## src/design/lfw_pkg.sv

```systemverilog
package lfw_pkg;

  localparam int unsigned IDX_W       = 7;
  localparam int unsigned TABLE_SLOTS = 1 << IDX_W;
  localparam int unsigned FRAC_W      = 53;
  localparam int unsigned WORD_W      = 32;
  localparam int unsigned SEED_W      = 64;
  localparam int unsigned X_W         = 32;
  localparam int unsigned BIT_W       = $clog2(FRAC_W);
  localparam int unsigned SEED_BIT    = 5;

  localparam int unsigned LONG_LAG_DEF  = 98;
  localparam int unsigned SHORT_LAG_DEF = 33;

  localparam logic [FRAC_W-1:0] WEYL_STEP = 53'd5566755282872655;
  localparam logic [FRAC_W-1:0] WEYL_MOD  = 53'd9007199254740881;
  localparam logic [FRAC_W-1:0] WEYL_WRAP = WEYL_MOD - WEYL_STEP;

  localparam int unsigned X_MULT = 6969;
  localparam int unsigned X_MOD  = 65543;
  localparam int unsigned Y_MULT = 8888;
  localparam int unsigned Y_MOD  = 65579;

  // action codes
  localparam logic ACT_RESEED = 1'b0;
  localparam logic ACT_NEXT   = 1'b1;

  // phases of one generator step during reseed
  localparam int unsigned PH_W = 2;
  localparam logic [PH_W-1:0] PH_MUL  = 2'd0;
  localparam logic [PH_W-1:0] PH_RCP  = 2'd1;
  localparam logic [PH_W-1:0] PH_FOLD = 2'd2;

  typedef struct packed {
    logic              we;
    logic [IDX_W-1:0]  addr;
    logic [FRAC_W-1:0] data;
  } lfw_wr_t;

endpackage

```

## src/design/lfw_mcg.sv

```systemverilog
module lfw_mcg import lfw_pkg::*; #(
  parameter int unsigned MULT    = X_MULT,
  parameter int unsigned MODULUS = X_MOD
) (
  input  logic                       clk_i,
  input  logic                       load_i,
  input  logic [X_W-1:0]             seed_i,
  input  logic                       en_i,
  input  logic [PH_W-1:0]            ph_i,
  output logic [$clog2(MODULUS)-1:0] next_o
);

  localparam logic [2*X_W-1:0] RECIP = (64'd1 << X_W) / MODULUS;
  localparam int unsigned      Q_W   = $clog2(RECIP + 1);
  localparam int unsigned      R_W   = $clog2(MODULUS);
  localparam logic [X_W-1:0]   MOD_C = X_W'(MODULUS);
  localparam logic [X_W-1:0]   MUL_C = X_W'(MULT);

  logic [X_W-1:0]     x_q;
  logic [X_W-1:0]     p_q;
  logic [Q_W-1:0]     q_q;
  logic [X_W-1:0]     p_d;
  logic [2*X_W-1:0]   rcp_prod;
  logic [X_W-1:0]     qk;
  logic [X_W-1:0]     r0;
  logic [X_W-1:0]     r;

  always_comb begin
    p_d      = x_q * MUL_C;
    // quotient estimate is low by at most one
    rcp_prod = {{X_W{1'b0}}, p_q} * RECIP;
    qk       = X_W'(q_q) * MOD_C;
    r0       = p_q - qk;
    r        = (r0 >= MOD_C) ? r0 - MOD_C : r0;
    next_o   = r[R_W-1:0];
  end

  always_ff @(posedge clk_i) begin
    if (load_i) begin
      x_q <= seed_i;
    end else if (en_i) begin
      case (ph_i)
        PH_MUL:  p_q <= p_d;
        PH_RCP:  q_q <= rcp_prod[X_W +: Q_W];
        PH_FOLD: x_q <= r;
        default: ;
      endcase
    end
  end

endmodule

```

## src/design/lfw_seeder.sv

```systemverilog
module lfw_seeder import lfw_pkg::*; #(
  parameter int unsigned LONG_LAG = LONG_LAG_DEF
) (
  input  logic              clk_i,
  input  logic              rst_ni,
  input  logic              start_i,
  input  logic [SEED_W-1:0] seed_i,
  output logic              busy_o,
  output lfw_wr_t           wr_o
);

  localparam logic [BIT_W-1:0] LAST_BIT   = BIT_W'(FRAC_W - 1);
  localparam logic [IDX_W-1:0] LAST_ENTRY = IDX_W'(LONG_LAG);

  logic                  busy_q, busy_d;
  logic [PH_W-1:0]       ph_q, ph_d;
  logic [BIT_W-1:0]      bit_q, bit_d;
  logic [IDX_W-1:0]      entry_q, entry_d;
  logic [FRAC_W-2:0]     frac_q;
  logic [FRAC_W-1:0]     frac_full;
  logic [$clog2(X_MOD)-1:0] nx;
  logic [$clog2(Y_MOD)-1:0] ny;
  logic                  rnd_bit;

  lfw_mcg #(.MULT(X_MULT), .MODULUS(X_MOD)) u_mcg_x (
    .clk_i  (clk_i),
    .load_i (start_i),
    .seed_i (seed_i[X_W-1:0]),
    .en_i   (busy_q),
    .ph_i   (ph_q),
    .next_o (nx)
  );

  lfw_mcg #(.MULT(Y_MULT), .MODULUS(Y_MOD)) u_mcg_y (
    .clk_i  (clk_i),
    .load_i (start_i),
    .seed_i (seed_i[SEED_W-1:X_W]),
    .en_i   (busy_q),
    .ph_i   (ph_q),
    .next_o (ny)
  );

  always_comb begin
    rnd_bit   = nx[SEED_BIT] ^ ny[SEED_BIT];
    frac_full = {frac_q, rnd_bit};
    wr_o.we   = busy_q && (ph_q == PH_FOLD) && (bit_q == LAST_BIT);
    wr_o.addr = entry_q;
    wr_o.data = frac_full;
    busy_o    = busy_q;
  end

  always_comb begin
    busy_d  = busy_q;
    ph_d    = ph_q;
    bit_d   = bit_q;
    entry_d = entry_q;
    if (start_i) begin
      busy_d  = 1'b1;
      ph_d    = PH_MUL;
      bit_d   = '0;
      entry_d = IDX_W'(1);
    end else if (busy_q) begin
      case (ph_q)
        PH_MUL:  ph_d = PH_RCP;
        PH_RCP:  ph_d = PH_FOLD;
        PH_FOLD: begin
          ph_d = PH_MUL;
          if (bit_q == LAST_BIT) begin
            bit_d   = '0;
            entry_d = entry_q + IDX_W'(1);
            if (entry_q == LAST_ENTRY) begin
              busy_d = 1'b0;
            end
          end else begin
            bit_d = bit_q + BIT_W'(1);
          end
        end
        default: ph_d = PH_MUL;
      endcase
    end
  end

  always_ff @(posedge clk_i or negedge rst_ni) begin
    if (!rst_ni) begin
      busy_q  <= 1'b0;
      ph_q    <= PH_MUL;
      bit_q   <= '0;
      entry_q <= IDX_W'(1);
    end else begin
      busy_q  <= busy_d;
      ph_q    <= ph_d;
      bit_q   <= bit_d;
      entry_q <= entry_d;
    end
  end

  // bits come in most significant first
  always_ff @(posedge clk_i) begin
    if (busy_q && (ph_q == PH_FOLD)) begin
      frac_q <= frac_full[FRAC_W-2:0];
    end
  end

endmodule
```

## config.mk

```make
export PLATFORM = sky130hd
export DESIGN_NAME = lfw_seeder
export DESIGN_NICKNAME = d
export VERILOG_FILES = /design/src/design/lfw_pkg.sv /design/src/design/lfw_mcg.sv /design/src/design/lfw_seeder.sv
export SDC_FILE = /design/constraint.sdc
export NUM_CORES = 2
export LEC_CHECK = 0
export ABC_AREA = 1
export BUFFER_PORTS_ARGS = -buffer_cell sky130_fd_sc_hd__buf_2
export CAP_MARGIN = 25
export CORE_MARGIN = 2
export CORE_UTILIZATION = 32
export CTS_BUF_LIST = sky130_fd_sc_hd__clkbuf_8 sky130_fd_sc_hd__clkbuf_16
export CTS_CLUSTER_SIZE = 24
export DETAILED_ROUTE_END_ITERATION = 12
export RECOVER_POWER = 50
export SYNTH_ARGS = -nofsm -noshare
export SYNTH_HDL_FRONTEND = slang
export SYNTH_SLANG_ARGS = --single-unit
export TNS_END_PERCENT = 100
```

## constraint.sdc

```tcl
create_clock -name clk_i -period 16 [get_ports clk_i]
set_input_delay 0.8 -clock clk_i [delete_from_list [all_inputs] [get_ports clk_i]]
set_output_delay 0.8 -clock clk_i [all_outputs]
set_load 0.02 [all_outputs]
```

* Yosys cells after proc, flatten, opt, wreduce, memory -nomap -nowiden
Index checks and enable logic that the tools add are counted.
** Cells by class
- Equality and inequality tests :: 4
- Shift-type cells :: 0
- Reductions and logical operators :: 10
- Bitwise gates (word level) :: 2
- Multiplexer cells :: 24
- $add $sub $neg :: 6
- $lt $le $gt $ge :: 2
- Div/mod/pow operators :: 0
- Multiply operators :: 6
** Operator list (number)
- $mux 32 :: 8
- $ge 32x17->1 const B :: 2
- $mul 16x17->32 const B :: 2
- $sub 32x17->32 const B :: 2
- $sub 32x32->32 :: 2
- $mul 32x16->48 const B :: 1
- $mul 29x16->45 const B :: 1
- $mul 32x11->29 const B :: 1
- $mul 32x13->32 const B :: 1
- $mux 7 :: 4
- $mux 6 :: 4
- $reduce_and 3->1 :: 3
- $add 7x1->7 const B :: 1
- $eq 7x7->1 const B :: 1
- $add 6x1->6 const B :: 1
- $eq 6x6->1 const B :: 1
- $reduce_bool 2->1 :: 3
- $mux 1 :: 5
- $mux 2 :: 2
- $pmux 2 s2 :: 1
- $eq 2x1->1 const B :: 1
- $eq 2x2->1 const B :: 1
- $logic_and 1x1->1 :: 2
- $logic_not 2->1 :: 1
- 3 further kinds :: 3
** Storage, ports and cells
- Output and inout bits :: 62
- Register bits :: 225
- Bits in writable memories :: 0
- Memories :: 0
- Logic and storage cells :: 65
- Memory bits (read-only) :: 0
- Bits in latches :: 0

* Depth between registers and ports, before layout
- Depth after elaboration :: 7
- Gate-level depth with buffers :: 34
- Mapped depth without buffers :: 33

* Hierarchy
From an unflattened synthesis, not the netlist that was laid out.
** Second synthesis, totals
- Cells, all modules :: 5617
- Area, all modules :: 49274.8 µm²
** By module, submodules not included
- lfw_mcg (u_mcg_x) :: seq. area each 2402.3 µm², area an instance 23631.4 µm², instances 1, cells each 2645
- lfw_mcg (u_mcg_y) :: seq. area each 2222.1 µm², area an instance 23107.2 µm², instances 1, cells each 2793
- lfw_seeder :: seq. area each 1963.1 µm², area an instance 2536.2 µm², instances 1, cells each 179

* Worst setup path before layout
Ideal clock, no wire load.
- Path kind :: reg-to-output
- From :: reg u_mcg_y.q_q[7]
- To :: out wr_o[0] (netlist bit)
- Path slack :: 10.181 ns
- Cell stages (with the launch flop) :: 29
- Arrival :: 5.019 ns
- Buffers on the path :: 1
- Cell sequence :: edfxtp_1 -> ha_1 -> ha_1 -> inv_1 -> fa_1 -> fa_1 -> fa_1 -> fa_1 -> ha_1 -> nand2_1 -> nor2_1 -> nand2_1 -> nor2_1 -> nand2_2 -> nand3_1 -> nand2_1 -> nand2_1 -> inv_2 -> nor2_1 -> nand2_1 -> nor2_4 -> inv_2 -> nor2_8 -> nand2_4 -> nand2_1 -> nand2_1 -> nand2_1 -> nand2_1 -> buf_4
** Between the ends
- Longest elaborated chain between the ends :: 5
** Ends and longest elaborated chain
- start, declared :: RTL line lfw_mcg.sv:21 : logic [Q_W-1:0] q_q;
- start signal, assigned :: RTL line lfw_mcg.sv:44 : PH_RCP: q_q <= rcp_prod[X_W +: Q_W];
- $mul 16x17->32 :: RTL line lfw_mcg.sv:32 : qk = X_W'(q_q) * MOD_C;
- $sub 32x32->32 :: RTL line lfw_mcg.sv:33 : r0 = p_q - qk;
- $ge 32x17->1 :: RTL line lfw_mcg.sv:34 : r = (r0 >= MOD_C) ? r0 - MOD_C : r0;
- $mux 32 :: RTL line lfw_mcg.sv:34
- $xor 1x1->1 :: RTL line lfw_seeder.sv:44 : rnd_bit = nx[SEED_BIT] ^ ny[SEED_BIT];
- end, declared :: RTL line lfw_seeder.sv:9 : output lfw_wr_t wr_o
Every way passes these cells.

==> metrics.log <==
[metrics] fraction of synthesis flops using an asynchronous set or reset pin: 7.21%
[metrics] Antenna diodes: 0
[metrics] clock tree root buffer cell: sky130_fd_sc_hd__clkbuf_16
[metrics] critical path required time: 15.20 ns
[metrics] nature of the critical path endpoint: output port
[metrics] growth of design area from synthesis to finish: 7.67%
[metrics] area fraction of the dominant cell type after synthesis: 33.0%
[metrics] area occupied by multi-input gates: 36,000 um^2
[metrics] Routed wire per std cell: 16.1 um
[metrics] via count of the first global-routing pass: 37,400
[metrics] first-pass iteration count of the detailed router: 5
[metrics] failing checks: capacitance limit, slew limit
[metrics] register cell area after layout: 6590 um^2
[metrics] Clock H-tree levels: 1
[metrics] placed cell areas: 51,900 um^2
[metrics] synthesized area divided by synthesized cell count: 8.76 um^2
[metrics] antenna violations before repair: 0
[metrics] Clock Sink Count: 222
[metrics] dominant delay contributor by cell family on the critical path: adder cells
[metrics] cell types with the highest counts after synthesis: 1,614 x sky130_fd_sc_hd__inv_1, 889 x sky130_fd_sc_hd__nand2_1, 804 x sky130_fd_sc_hd__fa_1
[metrics] Num CTS Buffers: 24
[metrics] highest-delay cell along the critical path: sky130_fd_sc_hd__o21ai_1
[metrics] Skew-Pair Late Insertion Delay: 0.59 ns
[metrics] number of maximum-capacitance constraint violations: 4
[metrics] hold buffer count at CTS: 0
[metrics] Startpoint Class: register
[metrics] drt first-iter violations: 2,028
[metrics] maximum single-stage delay on the critical path: 0.61 ns
[metrics] average via count per standard cell: 4.60
[metrics] die outline height: 395 um
[metrics] clock slew at reported path FFs: 0.07 ns
[metrics] final setup vio count: 0
[metrics] Post-synth EDFFs: 206
[metrics] fmax: 0.123 GHz
[metrics] post-cts gate resize count: 0
[metrics] Fillers: 15,800
[metrics] library cells used by synthesis: 57
[metrics] Post-CTS Setup Repair Bufs: 0
[metrics] class of the most critical hold timing path: in2async
[metrics] data arrival at the endpoint of the critical path: 7.32 ns
[metrics] remaining max-slew budget at the tightest pin: -133%
[metrics] final count of pins violating max slew: 231
[metrics] layout cells sized above 1: 3.41%
[metrics] die outline area: 156,000 um^2
[metrics] number of top-level design ports: 129
[metrics] RSZ-0062 raised after global routing: false
[metrics] DRC: 0
[metrics] total wire length: 125 mm
[metrics] pin slew with the least headroom to its limit: 3.50 ns
[metrics] run status: finished, violations left
[metrics] Mapped Nets: 7,183
[metrics] Max FO, Critical Path: 41
[metrics] post-route ant nets: 0
[metrics] half-perimeter wire length of the detailed placement result: 110 mm
[metrics] maximum clock skew at final layout: 0.0255 ns
[metrics] number of cells produced by synthesis: 5,573
[metrics] x dimension of the die: 395 um
[metrics] initial core utilization: 32.2%
[metrics] maximum root-to-sink buffer count: 3
[metrics] Synth area leaders: sky130_fd_sc_hd__fa_1 33%, sky130_fd_sc_hd__ha_1 19%, sky130_fd_sc_hd__edfxtp_1 13%
[metrics] Yosys warning count: 0
[metrics] area of the core region: 152,000 um^2
[metrics] number of buffer cells added on primary ports: 125
[metrics] gpl congestion: 0.976
[metrics] count of vias placed by the detailed router: 35,700
[metrics] share of the clock period used by the worst path: 50.7%
[metrics] dominant cell type by count on the critical path: sky130_fd_sc_hd__nand2_1
[metrics] wire length of the first global-routing pass: 203 mm
[metrics] number of hold violations in the final report: 0
[metrics] Worst Path Class, Setup: reg2out
[metrics] final-stage net count: 7,317
[metrics] post-synth design cell area: 48,800 um^2
[metrics] fraction of the yosys area taken by sequential cells: 13.5%
[metrics] total routing resource utilization after global routing: 16.3%
[metrics] primary flip-flop cell chosen by synthesis mapping: sky130_fd_sc_hd__edfxtp_1
[metrics] top cell type by total area after synthesis: sky130_fd_sc_hd__fa_1
[metrics] cell with the most instances after synthesis: sky130_fd_sc_hd__inv_1
[metrics] maximum number of pins on one net before global-route repair: 74
[metrics] TritonCTS clock tree: built
[metrics] Sum Neg Setup Slack: 0 ns
[metrics] # rows: 143
[metrics] time the worst path needs with I/O delays and setup: 8.12 ns
[metrics] critical path buffer and inverter count: 4
[metrics] final instance area: 52,600 um^2
[metrics] final global-route overflow total: 0
[metrics] post-synthesis register bit count: 222
routing by layer:
metal	part of all wire [%]	global-route usage, %	up-vias
li1	-	-	17300
met1	47	22.8	17400
met2	45	26.9	811
met3	4.4	1.43	152
met4	3.2	4.63	0
met5	0	0	-
layout by cell type, fill, tap and decap left out, types with 49 or more instances in the layout:
cell / netlist / layout
sky130_fd_sc_hd__a21oi_1: 218 / 218
sky130_fd_sc_hd__buf_2: 6 / 64
sky130_fd_sc_hd__clkbuf_1: 8 / 66
sky130_fd_sc_hd__edfxtp_1: 206 / 206
sky130_fd_sc_hd__fa_1: 804 / 804
sky130_fd_sc_hd__ha_1: 739 / 739
sky130_fd_sc_hd__inv_1: 1614 / 1616
sky130_fd_sc_hd__nand2_1: 889 / 889
sky130_fd_sc_hd__nand3_1: 199 / 199
sky130_fd_sc_hd__nand4_1: 49 / 49
sky130_fd_sc_hd__nor2_1: 275 / 273
sky130_fd_sc_hd__o21ai_0: 106 / 106
sky130_fd_sc_hd__xnor2_1: 59 / 59
sky130_fd_sc_hd__xor2_1: 101 / 101
worst paths after layout:
path,start,end,slack [ns],depth (start not counted)
max in group asynchronous,rst_ni,bit_q[1]$_DFFE_PN0P_,15.09,1
max,u_mcg_x.q_q[14]$_DFFE_PP_,wr_o[0],7.88,26
min reg2reg,frac_q[44]$_DFFE_PP_,frac_q[45]$_DFFE_PP_,0.45,0
min in group clk_i,frac_q[44]$_DFFE_PP_,frac_q[45]$_DFFE_PP_,0.45,0
min,rst_ni,entry_q[4]$_DFFE_PN0P_,0.34,1
max reg2reg,u_mcg_x.q_q[14]$_DFFE_PP_,frac_q[0]$_DFFE_PP_,9.21,26
per-stage QoR:
step | hold WS (ns) | cells | util, % | worst slack, ns
after floorplan | 0.490 | 5573 | - | 10.18
after global placement | 0.429 | 7709 | 34.2 | 8.59
after detailed placement | 0.430 | 7710 | 34.2 | 8.58
after CTS | 0.109 | 7754 | 34.7 | 7.89
after global routing | 0.394 | 7755 | 34.7 | 7.56
final | 0.338 | 7755 | 34.7 | 7.88
cells by family after synthesis:
group | after synthesis | synth area share, %
flops | 222 | 13.5
buf+inv | 1649 | 12.8
simple gates | 1562 | 13.9
fa+ha+maj | 1543 | 51.9
xor+xnor | 163 | 2.97
compound gates | 434 | 4.98
worst register-to-register path, stage by stage (launching register included):
cell	delay (ns)
sky130_fd_sc_hd__edfxtp_1	0.45
sky130_fd_sc_hd__inv_1	0.19
sky130_fd_sc_hd__fa_1	0.45
sky130_fd_sc_hd__ha_1	0.20
sky130_fd_sc_hd__ha_1	0.21
sky130_fd_sc_hd__fa_1	0.51
sky130_fd_sc_hd__inv_1	0.05
sky130_fd_sc_hd__fa_1	0.38
sky130_fd_sc_hd__fa_1	0.48
sky130_fd_sc_hd__ha_1	0.46
sky130_fd_sc_hd__nand2_1	0.14
sky130_fd_sc_hd__nor2_1	0.20
sky130_fd_sc_hd__inv_2	0.07
sky130_fd_sc_hd__nor4_1	0.51
sky130_fd_sc_hd__nand2_1	0.23
sky130_fd_sc_hd__nand2_1	0.14
sky130_fd_sc_hd__nand2_1	0.06
sky130_fd_sc_hd__nand2_1	0.10
sky130_fd_sc_hd__nand2_1	0.09
sky130_fd_sc_hd__nor2_1	0.11
sky130_fd_sc_hd__nand2_1	0.13
sky130_fd_sc_hd__nor2_8	0.20
sky130_fd_sc_hd__nand2_4	0.31
sky130_fd_sc_hd__o21ai_1	0.62
sky130_fd_sc_hd__inv_1	0.09
sky130_fd_sc_hd__nand2_1	0.07
sky130_fd_sc_hd__nand2_1	0.09
final cells by class:
cell class,count,area share (%)
clock buffers,27,1.24
clock inverters,17,0.183
inverters,1625,11.6
multi-input cells,3702,68.5
flip-flops and latches,222,12.5
well taps,2030,4.83
repair buffers,132,1.11
flip-flops by register name, indices dropped and copies added, names as in the netlist, 2 cells and up:
signal	count
bit_q	6
u_mcg_x.x_q	32
u_mcg_y.q_q	16
u_mcg_y.x_q	29
entry_q	7
u_mcg_x.p_q	32
u_mcg_x.q_q	16
u_mcg_y.p_q	29
ph_q	2
frac_q	52
Power is left out: the tool's default activity adds up to more than one toggle a clock period on the data nets, which glitch-free logic cannot reach.
